--- src/sv/reflected_crc32_stream_defines.svh ---
// Assertion macros for the reflected CRC-32 stream block.
// Included by the RTL files that carry concurrent assertions; no other dependencies.
`ifndef REFLECTED_CRC32_STREAM_DEFINES_SVH
`define REFLECTED_CRC32_STREAM_DEFINES_SVH

`ifndef SYNTH
// Checked on every clock edge once reset is released.
`define RCRC_ASSERT(lbl, prop) \
  lbl: assert property (@(posedge clk_i) disable iff (!rst_ni) (prop)) \
    else $error("assertion failed");
// Checked on every clock edge, during reset too.
`define RCRC_ASSERT_ALWAYS(lbl, prop) \
  lbl: assert property (@(posedge clk_i) (prop)) \
    else $error("assertion failed");
`else
`define RCRC_ASSERT(lbl, prop)
`define RCRC_ASSERT_ALWAYS(lbl, prop)
`endif

`endif

--- src/sv/rcrc32_pkg.sv ---
// Package for the reflected CRC-32 stream block: payload types, register
// indexes, constants and the byte fold and byte reversal functions. No dependencies.
package rcrc32_pkg;

  localparam int unsigned CrcW   = 32;
  localparam int unsigned ByteW  = 8;
  localparam int unsigned CfgIdxW = 1;

  localparam logic [CrcW-1:0] AllOnes   = 32'hFFFF_FFFF;
  localparam logic [CrcW-1:0] StockPoly = 32'hEDB8_8320;

  localparam logic [CfgIdxW-1:0] CfgPolynomial = 1'd0;
  localparam logic [CfgIdxW-1:0] CfgSwapResult = 1'd1;

  typedef struct packed {
    logic [ByteW-1:0] data_byte;
    logic             last_byte;
  } in_item_t;

  typedef struct packed {
    logic [CrcW-1:0] crc_value;
  } out_item_t;

  // Eight reflected shift-and-xor steps, unrolled.
  function automatic logic [CrcW-1:0] fold_byte(logic [CrcW-1:0] rem,
                                                logic [ByteW-1:0] data,
                                                logic [CrcW-1:0] poly);
    logic [CrcW-1:0] r;
    r = rem ^ {{(CrcW-ByteW){1'b0}}, data};
    for (int k = 0; k < ByteW; k++) begin
      r = (r >> 1) ^ (r[0] ? poly : '0);
    end
    return r;
  endfunction

  function automatic logic [CrcW-1:0] reverse_bytes(logic [CrcW-1:0] v);
    return {v[7:0], v[15:8], v[23:16], v[31:24]};
  endfunction

endpackage

--- src/sv/rcrc32_if.sv ---
// Stream interfaces for the reflected CRC-32 block: message bytes in, CRC words out.
// Depends on rcrc32_pkg for the payload types.
interface rcrc32_in_if;
  logic                 valid;
  logic                 ready;
  rcrc32_pkg::in_item_t payload;

  modport source (output valid, output payload, input ready);
  modport sink   (input valid, input payload, output ready);
endinterface

interface rcrc32_out_if;
  logic                  valid;
  logic                  ready;
  rcrc32_pkg::out_item_t payload;

  modport source (output valid, output payload, input ready);
  modport sink   (input valid, input payload, output ready);
endinterface

--- src/sv/reflected_crc32_stream.sv ---
// Top level of the reflected CRC-32 stream block.
// Depends on rcrc32_pkg, the interfaces in rcrc32_if.sv and the assertion macros header.
//
// The block takes one message byte per cycle and emits one CRC word per message, on
// the byte marked last: the running remainder (reset to all ones) is xored with all
// ones and, when swap_result is set, byte-reversed, then the remainder reloads all
// ones. A byte is held in the input register while one unrolled eight-step xor
// network folds it into the remainder; when a last byte moves on, the finished CRC
// is loaded into the output register, where it is held valid until it is taken.
// The input stalls only when a last byte is waiting behind an output word not yet taken.
// Register 0 is the reflected polynomial (reset 0xEDB88320), register 1 swap_result.
`include "reflected_crc32_stream_defines.svh"

module reflected_crc32_stream (
  input  logic                              clk_i,
  input  logic                              rst_ni,
  input  logic                              cfg_we_i,
  input  logic [rcrc32_pkg::CfgIdxW-1:0]    cfg_idx_i,
  input  logic [rcrc32_pkg::CrcW-1:0]       cfg_data_i,
  rcrc32_in_if.sink                         in_if,
  rcrc32_out_if.source                      out_if
);

  logic [rcrc32_pkg::CrcW-1:0]  poly_q;
  logic                         swap_q;
  logic [rcrc32_pkg::CrcW-1:0]  rem_q, rem_d;
  logic                         s1_valid_q;
  logic [rcrc32_pkg::ByteW-1:0] s1_byte_q;
  logic                         s1_last_q;
  logic                         out_valid_q;
  logic [rcrc32_pkg::CrcW-1:0]  out_crc_q, out_crc_d;
  logic                         out_free;
  logic                         adv;
  logic [rcrc32_pkg::CrcW-1:0]  folded;

  always_ff @(posedge clk_i or negedge rst_ni) begin
    if (!rst_ni) begin
      poly_q <= rcrc32_pkg::StockPoly;
      swap_q <= 1'b0;
    end else if (cfg_we_i) begin
      case (cfg_idx_i)
        rcrc32_pkg::CfgPolynomial: poly_q <= cfg_data_i;
        rcrc32_pkg::CfgSwapResult: swap_q <= cfg_data_i[0];
        default: ;
      endcase
    end
  end

  // The held byte moves on unless it closes a message and the output is still full.
  assign out_free     = !out_valid_q || out_if.ready;
  assign adv          = s1_valid_q && (!s1_last_q || out_free);
  assign in_if.ready  = !s1_valid_q || adv;

  assign folded    = rcrc32_pkg::fold_byte(rem_q, s1_byte_q, poly_q);
  assign rem_d     = s1_last_q ? rcrc32_pkg::AllOnes : folded;
  assign out_crc_d = swap_q ? rcrc32_pkg::reverse_bytes(~folded) : ~folded;

  always_ff @(posedge clk_i or negedge rst_ni) begin
    if (!rst_ni) begin
      s1_valid_q <= 1'b0;
    end else if (in_if.ready) begin
      s1_valid_q <= in_if.valid;
    end
  end

  always_ff @(posedge clk_i) begin
    if (in_if.ready && in_if.valid) begin
      s1_byte_q <= in_if.payload.data_byte;
      s1_last_q <= in_if.payload.last_byte;
    end
  end

  always_ff @(posedge clk_i or negedge rst_ni) begin
    if (!rst_ni) begin
      rem_q <= rcrc32_pkg::AllOnes;
    end else if (adv) begin
      rem_q <= rem_d;
    end
  end

  always_ff @(posedge clk_i or negedge rst_ni) begin
    if (!rst_ni) begin
      out_valid_q <= 1'b0;
    end else if (adv && s1_last_q) begin
      out_valid_q <= 1'b1;
    end else if (out_if.ready) begin
      out_valid_q <= 1'b0;
    end
  end

  always_ff @(posedge clk_i) begin
    if (adv && s1_last_q) begin
      out_crc_q <= out_crc_d;
    end
  end

  assign out_if.valid             = out_valid_q;
  assign out_if.payload.crc_value = out_crc_q;

  `RCRC_ASSERT(a_last_loads_output, (adv && s1_last_q) |=> out_valid_q)
  `RCRC_ASSERT(a_last_reloads_rem, (adv && s1_last_q) |=> (rem_q == rcrc32_pkg::AllOnes))
  `RCRC_ASSERT(a_stall_cause, !in_if.ready |-> (s1_valid_q && s1_last_q && out_valid_q && !out_if.ready))
  `RCRC_ASSERT_ALWAYS(a_reset_empty, !rst_ni |-> (!out_valid_q && !s1_valid_q))

endmodule
--- src/flat_wrapper.sv ---
// flat-port wrapper written by rule: the top's interface ports become plain ports
module reflected_crc32_stream_flat 
  (clk_i, rst_ni, cfg_we_i, cfg_idx_i, cfg_data_i, in_if_valid, in_if_payload, in_if_ready, out_if_valid, out_if_payload, out_if_ready);
  rcrc32_in_if in_if_i ();
  rcrc32_out_if out_if_i ();
  input  logic clk_i;
  input  logic rst_ni;
  input  logic cfg_we_i;
  input  logic [rcrc32_pkg::CfgIdxW-1:0] cfg_idx_i;
  input  logic [rcrc32_pkg::CrcW-1:0] cfg_data_i;
  input wire logic [$bits(in_if_i.valid)-1:0] in_if_valid;
  input wire logic [$bits(in_if_i.payload)-1:0] in_if_payload;
  output wire logic [$bits(in_if_i.ready)-1:0] in_if_ready;
  output wire logic [$bits(out_if_i.valid)-1:0] out_if_valid;
  output wire logic [$bits(out_if_i.payload)-1:0] out_if_payload;
  input wire logic [$bits(out_if_i.ready)-1:0] out_if_ready;
  assign in_if_i.valid = in_if_valid;
  assign in_if_i.payload = in_if_payload;
  assign in_if_ready = in_if_i.ready;
  assign out_if_valid = out_if_i.valid;
  assign out_if_payload = out_if_i.payload;
  assign out_if_i.ready = out_if_ready;
  reflected_crc32_stream u_core (.clk_i(clk_i), .rst_ni(rst_ni), .cfg_we_i(cfg_we_i), .cfg_idx_i(cfg_idx_i), .cfg_data_i(cfg_data_i), .in_if(in_if_i), .out_if(out_if_i));
endmodule
--- config.mk ---
export PLATFORM = sky130hd
export DESIGN_NAME = reflected_crc32_stream_flat
export DESIGN_NICKNAME = d
export VERILOG_FILES = /design/src/sv/rcrc32_pkg.sv /design/src/sv/rcrc32_if.sv /design/src/sv/reflected_crc32_stream.sv /design/src/flat_wrapper.sv
export VERILOG_INCLUDE_DIRS = /design/src /design/src/sv
export SDC_FILE = /design/constraint.sdc
export NUM_CORES = 1
export LEC_CHECK = 0
export BUFFER_PORTS_ARGS = -buffer_cell sky130_fd_sc_hd__buf_2
export CAP_MARGIN = 5
export CORE_MARGIN = 1.5
export CORE_UTILIZATION = 32
export DETAILED_ROUTE_END_ITERATION = 10
export GPL_TIMING_DRIVEN = 0
export PLACE_DENSITY = 0.57
export SYNTH_ARGS = -nofsm -noshare
export SYNTH_HDL_FRONTEND = slang
export SYNTH_SLANG_ARGS = --single-unit
export TNS_END_PERCENT = 10
--- constraint.sdc ---
create_clock -name clk_i -period 4.3 [get_ports clk_i]
set_input_delay 0.215 -clock clk_i [delete_from_list [all_inputs] [get_ports clk_i]]
set_output_delay 0.215 -clock clk_i [all_outputs]
set_load 0.05 [all_outputs]
=== Word-level counts from Yosys, hierarchy flattened ===
Cells that the tools add are included.

* Register bits after elaboration: 108
* Bits in latches: 0
* RAM bits: 0
* Memory bits (read-only): 0
* Input bits: 47
* Logic and storage cells: 43
* Memories kept: 0

* Add/sub/neg operators: 0
* $mul: 0
* Divide/modulo/power cells: 0
* $lt $le $gt $ge: 0
* Eq/ne operators: 0
* Shifts and indexed selects: 0
* Muxes and demuxes: 12
* Bitwise logic cells: 11
* Reductions and logical operators: 12

{| class="wikitable"
|+ Operators with widths
! cell !! number
|-
| 2-to-1 mux 32 bit || 10
|-
| XOR 31 x 32 -> 32 bit || 8
|-
| NOT 32 bit || 1
|-
| XOR 32 x 8 -> 32 bit || 1
|-
| AND reduction 2 bit || 2
|-
| logical AND 1 bit || 3
|-
| logical NOT 1 bit || 3
|-
| logical OR 1 bit || 3
|-
| 2-to-1 mux 1 bit || 2
|-
| nonzero test 2 bit || 1
|-
| NOT 1 bit || 1
|}

=== Logic depth before layout (Yosys ltp) ===
Gate-level depths: netlist of run 1.

* Depth in word-level cells: 19
* Depth in mapped cells: 16
* Gate-level depth less buffers: 12

=== Worst setup path before layout of run 1 ===
Ideal clock, no wire load.

* Path type: reg2reg
* Start: reg u_core.rem_q[1] (netlist bit)
* End: reg u_core.out_crc_q, in the netlist u_core.out_if.payload[24], data pin
* Library setup time: 0.279 ns
* Arrival: 3.756 ns
* Setup slack: 0.266 ns
* Stages on the path, launching flop included: 14
* Buffers on the path: 1
* Period minus slack after synthesis: 4.034 ns
* Cell sequence: dfstp_2 xor2_2 nand2_1 o32ai_2 nor4_1 or4_1 o221ai_2 xor2_2 xnor2_1 o22a_1 buf_1 nand3_1 xnor2_1 mux2i_1

* Word-level cells in the longest chain between the ends: 18

{| class="wikitable"
|+ Ends and longest elaborated chain
! item !! line !! source
|-
| start: declaration || reflected_crc32_stream.sv:26 || <nowiki>logic [rcrc32_pkg::CrcW-1:0] rem_q, rem_d;</nowiki>
|-
| start signal: assignment || reflected_crc32_stream.sv:75 || <nowiki>rem_q <= rcrc32_pkg::AllOnes;</nowiki>
|-
| start signal: assignment || reflected_crc32_stream.sv:77 || <nowiki>rem_q <= rem_d;</nowiki>
|-
| XOR 32 x 8 -> 32 bit (*) || rcrc32_pkg.sv:29 || <nowiki>r = rem ^ {{(CrcW-ByteW){1'b0}}, data};</nowiki>
|-
| XOR 31 x 32 -> 32 bit (*) || rcrc32_pkg.sv:31 || <nowiki>r = (r >> 1) ^ (r[0] ? poly : '0);</nowiki>
|-
| 2-to-1 mux 32 bit (*) || rcrc32_pkg.sv:31 ||
|-
| XOR 31 x 32 -> 32 bit (*) || rcrc32_pkg.sv:31 ||
|-
| 2-to-1 mux 32 bit || rcrc32_pkg.sv:31 ||
|-
| XOR 31 x 32 -> 32 bit (*) || rcrc32_pkg.sv:31 ||
|-
| 2-to-1 mux 32 bit || rcrc32_pkg.sv:31 ||
|-
| XOR 31 x 32 -> 32 bit (*) || rcrc32_pkg.sv:31 ||
|-
| [3 not listed] || -- ||
|-
| XOR 31 x 32 -> 32 bit (*) || rcrc32_pkg.sv:31 ||
|-
| 2-to-1 mux 32 bit || rcrc32_pkg.sv:31 ||
|-
| XOR 31 x 32 -> 32 bit (*) || rcrc32_pkg.sv:31 ||
|-
| 2-to-1 mux 32 bit || rcrc32_pkg.sv:31 ||
|-
| XOR 31 x 32 -> 32 bit (*) || rcrc32_pkg.sv:31 ||
|-
| NOT 32 bit (*) || reflected_crc32_stream.sv:56 || <nowiki>assign out_crc_d = swap_q ? rcrc32_pkg::reverse_bytes(~folded) : ~folded;</nowiki>
|-
| 2-to-1 mux 32 bit (*) || reflected_crc32_stream.sv:56 ||
|-
| net u_core.out_crc_d (one bit) || reflected_crc32_stream.sv:31 || <nowiki>logic [rcrc32_pkg::CrcW-1:0] out_crc_q, out_crc_d;</nowiki>
|-
| end signal: assignment || reflected_crc32_stream.sv:93 || <nowiki>out_crc_q <= out_crc_d;</nowiki>
|-
| end: declaration || reflected_crc32_stream.sv:31 ||
|}

Mark *: on every way through the listed nets, which the timed path passes. The rest lies on a longest branch.
A chain may end at the register's enable or synchronous reset.

=== Final worst setup path of run 1 ===
* Start: reg u_core.rem_q[0] (netlist bit)
* End: reg u_core.out_crc_q, in the netlist u_core.out_if.payload[10], data pin

* Word-level cells in the longest chain between the ends: 19

{| class="wikitable"
|+ Ends and longest elaborated chain
! item !! line
|-
| XOR 32 x 8 -> 32 bit (*) || rcrc32_pkg.sv:29
|-
| 2-to-1 mux 32 bit (*) || rcrc32_pkg.sv:31
|-
| XOR 31 x 32 -> 32 bit (*) || rcrc32_pkg.sv:31
|-
| 2-to-1 mux 32 bit || rcrc32_pkg.sv:31
|-
| XOR 31 x 32 -> 32 bit (*) || rcrc32_pkg.sv:31
|-
| 2-to-1 mux 32 bit || rcrc32_pkg.sv:31
|-
| XOR 31 x 32 -> 32 bit (*) || rcrc32_pkg.sv:31
|-
| 2-to-1 mux 32 bit || rcrc32_pkg.sv:31
|-
| [4 not listed] || --
|-
| XOR 31 x 32 -> 32 bit (*) || rcrc32_pkg.sv:31
|-
| 2-to-1 mux 32 bit || rcrc32_pkg.sv:31
|-
| XOR 31 x 32 -> 32 bit (*) || rcrc32_pkg.sv:31
|-
| 2-to-1 mux 32 bit || rcrc32_pkg.sv:31
|-
| XOR 31 x 32 -> 32 bit (*) || rcrc32_pkg.sv:31
|-
| NOT 32 bit (*) || reflected_crc32_stream.sv:56
|-
| 2-to-1 mux 32 bit (*) || reflected_crc32_stream.sv:56
|-
| net u_core.out_crc_d (one bit) || reflected_crc32_stream.sv:31
|}

Marks and branches as above.

==> flow_metrics.env, run 1 <==
export IMPL_maxCapViolations=0
export IMPL_finalCriticalPeriod_ps=4340
export IMPL_worst_setup_path_type="reg2reg"
export IMPL_hp_class="in2reg"
export IMPL_setup_ws_ps=-38.9
export IMPL_final_seq_area_um2=2970
export IMPL_fin_skew_ps=13.1
export IMPL_cts_root_buf="clkbuf_16"
export IMPL_cp_start_kind="flip-flop"
export IMPL_rows=59
export IMPL_h_tree_depth=3
export IMPL_grt_max_degree=67
export IMPL_first_pass_iters=7
export IMPL_synthArstFlopShare_pct=62.0
export IMPL_chipHeight_um=166
export IMPL_antenna_found_initial=1
export IMPL_wl_per_cell_um=17.9
export IMPL_cts_path_max_buffers=2
export IMPL_clock_sinks=108
export IMPL_remaining_drc_errors=4
export IMPL_drive_above_1_share_pct=34.8
export IMPL_multi_input_area_um2=5910
export IMPL_synthesis_area_um2=8540
export IMPL_yosysSeqAreaShare_pct=34.7
export IMPL_fin_crit_sh_pct=101
export IMPL_detail_route_antenna_nets=0
export IMPL_layout_common_cells="xnor2_1 (186), nand2_1 (158), buf_2 (109)"
export IMPL_hold_ws_ps=16.2
export IMPL_dp_hpwl_mm=18.0
export IMPL_cts_buffers=9
export IMPL_synth_edf_count=41
export IMPL_die_area_um2=27700
export IMPL_grt_overflow_total=0
export IMPL_ys_warn_count=0
export IMPL_place_gp_congestion=0.870
export IMPL_run_status="finished, violations left"
export IMPL_port_buffers=80
export IMPL_slew_headroom_pct=50.0
export IMPL_die_w_um=166
export IMPL_layout_nets=1112
export IMPL_hold_viol_final=0
export IMPL_grt_usage_pct=17.8
export IMPL_fillers=2539
export IMPL_synth_ff_type="dfstp_2"
export IMPL_ys_ff_latch=108
export IMPL_rsz0062_at_grt="yes"
export IMPL_setup_viol=2
export IMPL_endpoint_kind="flip-flop"
export IMPL_cp_required_ps=4410
export IMPL_layout_commonest_cell="xnor2_1"
export IMPL_worst_pin_slew_ps=750
export IMPL_fmaxAchievable_mhz=230
export IMPL_route_final_wire_length_mm=25.2
export IMPL_coreArea_um2=26100
export IMPL_synthDistinctLibCells=60
export IMPL_synth_cells=925
export IMPL_cts_tree="done"
export IMPL_grt_pass1_vias=6760
export IMPL_critPathArrivalTime_ps=4450
export IMPL_cts_clk_slew_worst_paths_ps=90
export IMPL_worstPathMaxFanout=6
export IMPL_grt_pass1_wl_mm=38.6
export IMPL_syn_avg_cell_area_um2=9.23
export IMPL_violations="design-rule violations, negative setup slack"
export IMPL_via_count=7169
export IMPL_clk_latency_ps=370
export IMPL_pin_count=81
export IMPL_synthToLayoutAreaGrowth_pct=28.2
export IMPL_n_antenna_cell=0
export IMPL_synth_nets=972
export IMPL_via_per_inst=5.10
export IMPL_first_iter_violations=579
export IMPL_drv_slew=0
export IMPL_start_util_pct=32.7
per-layer routing:
layer / global-route usage (%) / share of wire, %
met2: 28.4 / 47
met5: 0 / 0.028
met1: 24.9 / 46
met3: 2.67 / 5.2
met4: 4.90 / 1.5
timing repair:
action	CTS	global route
hold endpoints to repair	21	0
pin swaps	22	53
hold buffers	1	0
setup endpoints to repair	64	63
buffers inserted	16	29
cloned	0	3
gates resized for setup	72	97
path summary, 6_finish.rpt:
| path | start | cells past startpoint | slack [ps] | endpoint |
|---|---|---|---|---|
| max in group asynchronous | rst_ni | 3 | 3550 | u_core.poly_q[31]$_DFFE_PN1P_ |
| worst min register to register | u_core.rem_q[6]$_DFFE_PN1P_ | 1 | 580 | u_core.rem_q[6]$_DFFE_PN1P_ |
| worst max-delay path | u_core.rem_q[0]$_DFFE_PN1P_ | 15 | -40 | u_core.out_if.payload[10]$_DFFE_PP_ |
| min in group asynchronous | rst_ni | 2 | 160 | u_core.poly_q[10]$_DFFE_PN0P_ |
| worst min-delay path | in_if_payload[1] | 1 | 20 | u_core.s1_byte_q[0]$_DFFE_PP_ |
| worst max register to register | u_core.rem_q[0]$_DFFE_PN1P_ | 15 | -40 | u_core.out_if.payload[10]$_DFFE_PP_ |
cells in the mapped netlist (3+ instances only):
| cell type | number | area, µm² |
|---|---|---|
| edfxtp_1 | 41 | 1230 |
| nor3_1 | 6 | 30.0 |
| a21oi_1 | 9 | 45.0 |
| o21ai_1 | 17 | 85.1 |
| nor2b_1 | 5 | 31.3 |
| buf_2 | 34 | 170 |
| nand3_1 | 39 | 195 |
| clkbuf_1 | 41 | 154 |
| xnor3_1 | 4 | 90.1 |
| o21ai_0 | 57 | 285 |
| o22a_1 | 33 | 289 |
| dfrtp_1 | 21 | 526 |
| inv_1 | 4 | 15.0 |
| nor2_1 | 18 | 67.6 |
| a211o_1 | 3 | 26.3 |
| nand2_1 | 160 | 601 |
| dfstp_2 | 46 | 1210 |
| buf_1 | 5 | 18.8 |
| a211oi_1 | 6 | 45.0 |
| o311a_1 | 3 | 30.0 |
| o211ai_1 | 5 | 37.5 |
| mux2i_1 | 36 | 360 |
| nor4_1 | 4 | 25.0 |
| xnor2_1 | 225 | 1970 |
| and2_1 | 6 | 37.5 |
| mux2_2 | 28 | 315 |
| and3_1 | 5 | 31.3 |
| o221ai_1 | 3 | 26.3 |
| xor2_1 | 14 | 123 |
| xnor2_2 | 4 | 65.1 |
| buf_4 | 3 | 22.5 |
metrics by stage:
stage / cell area (µm²) / utilization, % / std cells / setup TNS [ps] / setup slack (ps)
3_3_place_gp: 9360 / 35.8 / 1340 / -35580 / -832
3_5_place_dp: 9420 / 36.0 / 1342 / -40350 / -912
6_report: 10900 / 41.9 / 1405 / -77.2 / -38.9
4_1_cts: 10300 / 39.3 / 1374 / 0 / 0.472
5_1_grt: 10900 / 41.9 / 1405 / -5560 / -222
2_1_floorplan: 8540 / - / 925 / 0 / 266
registers in the layout, indices dropped and copies added, names as in the netlist:
register	cells
u_core.swap_q	1
u_core.rem_q	32
u_core.poly_q	32
u_core.s1_last_q	1
u_core.out_if.valid	1
u_core.s1_byte_q	8
u_core.s1_valid_q	1
u_core.out_if.payload	32
worst max-delay path: stages, from the launching register on:
cell	delay, ps
dfstp_2	650
xnor2_4	200
xnor2_4	110
buf_6	150
a221oi_4	380
nor4_4	70
or4_4	590
o221ai_4	360
xor2_4	160
a211oi_2	310
buf_4	200
buf_4	160
o21ai_0	120
xnor2_1	280
xnor2_2	200
mux2i_1	120
cell families after synthesis:
kind of cell / synth area share [%]
buf+inv: 4.50
simple gates: 12.8
compound gates: 13.4
mux: 7.91
flops: 34.7
xor+xnor: 26.7
cell type report:
type | count | area share [%]
clock buffers | 9 | 2.06
plain buffers | 81 | 4.21
multi-input cells | 729 | 54.0
clock inverters | 7 | 0.720
repair buffers | 131 | 7.95
well taps | 335 | 3.83
inverters | 5 | 0.171
flip-flops and latches | 108 | 27.1
Power of run 1 is not shown: default switching activity piles up to over one toggle a cycle in this logic, so the estimate is an artifact.
==> inputs of run 2 (changes only) <==
Clock period 4.3 ns to 3.9 ns, I/O delays scaled along.
==> run 2 against run 1 <==
  * The run still ends with design-rule violations, negative setup slack left
  * Setup slack got worse by 360 ps
  * Die area unchanged
  * First-iteration DRC count is 17% lower
  * Largest cell class unchanged
  * Cell area up 3.8%
  * Critical path type unchanged
  * Via count grew 2.1%
  * Cell count increased by 1.1%
  * Wire length increased by 2.4%
  * Clock-buffer cell count did not move
  * Utilization is 1.6 points higher
  * Sequential cell count stayed put
  * Global-route usage rose by 0.37 points
  * Register-to-register slack got worse by 360 ps
==> flow_metrics.env, run 2 (synthesis gave the netlist of run 1 again) <==
export IMPL_run_status="finished, violations left"
export IMPL_violations="design-rule violations, negative setup slack"
export IMPL_worstPathMaxFanout=6
export IMPL_chipHeight_um=166
export IMPL_pin_count=81
export IMPL_drive_above_1_share_pct=38.2
export IMPL_clk_latency_ps=370
export IMPL_dp_hpwl_mm=17.9
export IMPL_finalCriticalPeriod_ps=4300
export IMPL_hold_ws_ps=13.2
export IMPL_h_tree_depth=3
export IMPL_hp_class="in2reg"
export IMPL_cp_start_kind="flip-flop"
export IMPL_setup_ws_ps=-403
export IMPL_cp_required_ps=3990
export IMPL_coreArea_um2=26100
export IMPL_hold_viol_final=0
export IMPL_via_per_inst=5.15
export IMPL_multi_input_area_um2=6120
export IMPL_critPathArrivalTime_ps=4390
export IMPL_first_iter_violations=478
export IMPL_final_seq_area_um2=2970
export IMPL_endpoint_kind="flip-flop"
export IMPL_grt_overflow_total=0
export IMPL_worst_setup_path_type="reg2reg"
export IMPL_rows=59
export IMPL_grt_usage_pct=18.1
export IMPL_via_count=7322
export IMPL_remaining_drc_errors=9
export IMPL_clock_sinks=108
export IMPL_cts_tree="done"
export IMPL_antenna_found_initial=1
export IMPL_layout_common_cells="xnor2_1 (168), nand2_1 (157), buf_2 (106)"
export IMPL_fin_skew_ps=13.0
export IMPL_place_area_um2=9430
export IMPL_die_area_um2=27700
export IMPL_tns_ps=-17280
export IMPL_fin_crit_sh_pct=110
export IMPL_layout_nets=1128
export IMPL_grt_pass1_wl_mm=39.4
export IMPL_worst_pin_slew_ps=944
export IMPL_r2r_end="u_core.out_if.payload[24]$_DFFE_PP_"
export IMPL_cts_buffers=9
export IMPL_die_w_um=166
export IMPL_hold_depth=1
export IMPL_r2r_slack_ps=-400
export IMPL_cts_root_buf="clkbuf_16"
export IMPL_rsz0062_at_grt="yes"
export IMPL_first_pass_iters=8
export IMPL_grt_max_degree=40
export IMPL_place_gp_congestion=0.838
export IMPL_cts_path_max_buffers=2
export IMPL_finish_instance_area_um2=11400
export IMPL_setup_viol=63
export IMPL_slew_headroom_pct=37.0
export IMPL_rr_worst_depth=15
export IMPL_route_final_wire_length_mm=25.8
export IMPL_port_buffers=80
export IMPL_drv_slew=0
export IMPL_fmaxAchievable_mhz=232
export IMPL_layout_commonest_cell="xnor2_1"
export IMPL_fillers=2466
export IMPL_grt_pass1_vias=6854
export IMPL_n_antenna_cell=0
export IMPL_timing_rr_start="u_core.rem_q[2]$_DFFE_PN1P_"
export IMPL_synthToLayoutAreaGrowth_pct=33.1
export IMPL_hold_end="u_core.s1_byte_q[2]$_DFFE_PP_"
export IMPL_wl_per_cell_um=18.1
export IMPL_holdCritStartpoint="in_if_payload[3]"
export IMPL_start_util_pct=32.7
export IMPL_detail_route_antenna_nets=0
export IMPL_maxCapViolations=0
export IMPL_cts_clk_slew_worst_paths_ps=90
==> run 2: changes by cell type in the layout (fill, tap and decap cells not counted), moves of 5 or more <==
| cell | delta |
|---|---|
| buf_4 | +8 |
| xnor2_2 | +17 |
| xnor2_1 | -18 |
| dlygate4sd3_1 | +5 |
| o21ai_0 | -9 |
==> run 2: final cells by class <==
cell class / instances / area share (%)
Multi-Input combinational cell: 729 / 53.9
Sequential cell: 108 / 26.1
Timing Repair Buffer: 147 / 9.10
Buffer: 81 / 4.46
Tap cell: 335 / 3.69
Clock buffer: 9 / 1.98
Clock inverter: 7 / 0.617
Inverter: 5 / 0.165
==> run 2: worst max-delay path by stage <==
stage | startpoint | end | cells after the start
after floorplan | u_core.rem_q[0]$_DFFE_PN1P_ | u_core.out_if.payload[29]$_DFFE_PP_ | 15
after global placement | u_core.s1_byte_q[1]$_DFFE_PP_ | u_core.out_if.payload[25]$_DFFE_PP_ | 14
after detailed placement | u_core.s1_byte_q[1]$_DFFE_PP_ | u_core.out_if.payload[3]$_DFFE_PP_ | 14
after CTS | u_core.s1_byte_q[0]$_DFFE_PP_ | u_core.out_if.payload[24]$_DFFE_PP_ | 14
after global routing | u_core.rem_q[2]$_DFFE_PN1P_ | u_core.out_if.payload[30]$_DFFE_PP_ | 15
final | u_core.rem_q[2]$_DFFE_PN1P_ | u_core.out_if.payload[24]$_DFFE_PP_ | 15
==> run 2: critical path: stages, from the launching register on <==
cell and delay (ps):
dfstp_2 630, xnor2_4 130, xnor2_4 330, a221oi_4 150, buf_4 180, o21ba_4 220
or4_4 500, o221ai_4 360, xnor2_4 150, a211oi_4 340, buf_6 200, buf_12 130
o21ai_1 80, xnor2_1 170, xnor2_2 270, mux2i_1 140
==> run 2: per-stage QoR <==
stage | cells | utilization, % | setup slack, ps
finish | 1421 | 43.5 | -403
global route | 1421 | 43.5 | -525
CTS | 1397 | 40.9 | -302
detailed placement | 1342 | 36.1 | -1050
global placement | 1340 | 35.9 | -1050
floorplan | 925 | - | 16.3
==> run 2: what timing repair did <==
| item | in CTS | in global routing |
|---|---|---|
| hold endpoints to repair | 15 | 0 |
| setup buffers | 33 | 25 |
| resized for setup | 129 | 92 |
| hold buffers | 6 | 0 |
| cloned | 2 | 2 |
| setup endpoints to repair | 64 | 64 |
| pin swaps | 36 | 61 |
==> run 2: per-layer routing <==
metal / GRT usage (%) / vias to the layer above / share of wire, %
met5: 0 / - / 0.050
met4: 5.06 / 2 / 1.8
li1: - / 3461 / -
met1: 25.3 / 3606 / 46
met3: 2.67 / 35 / 5.3
met2: 29.2 / 218 / 47
Power of run 2 is left out for the same reason.
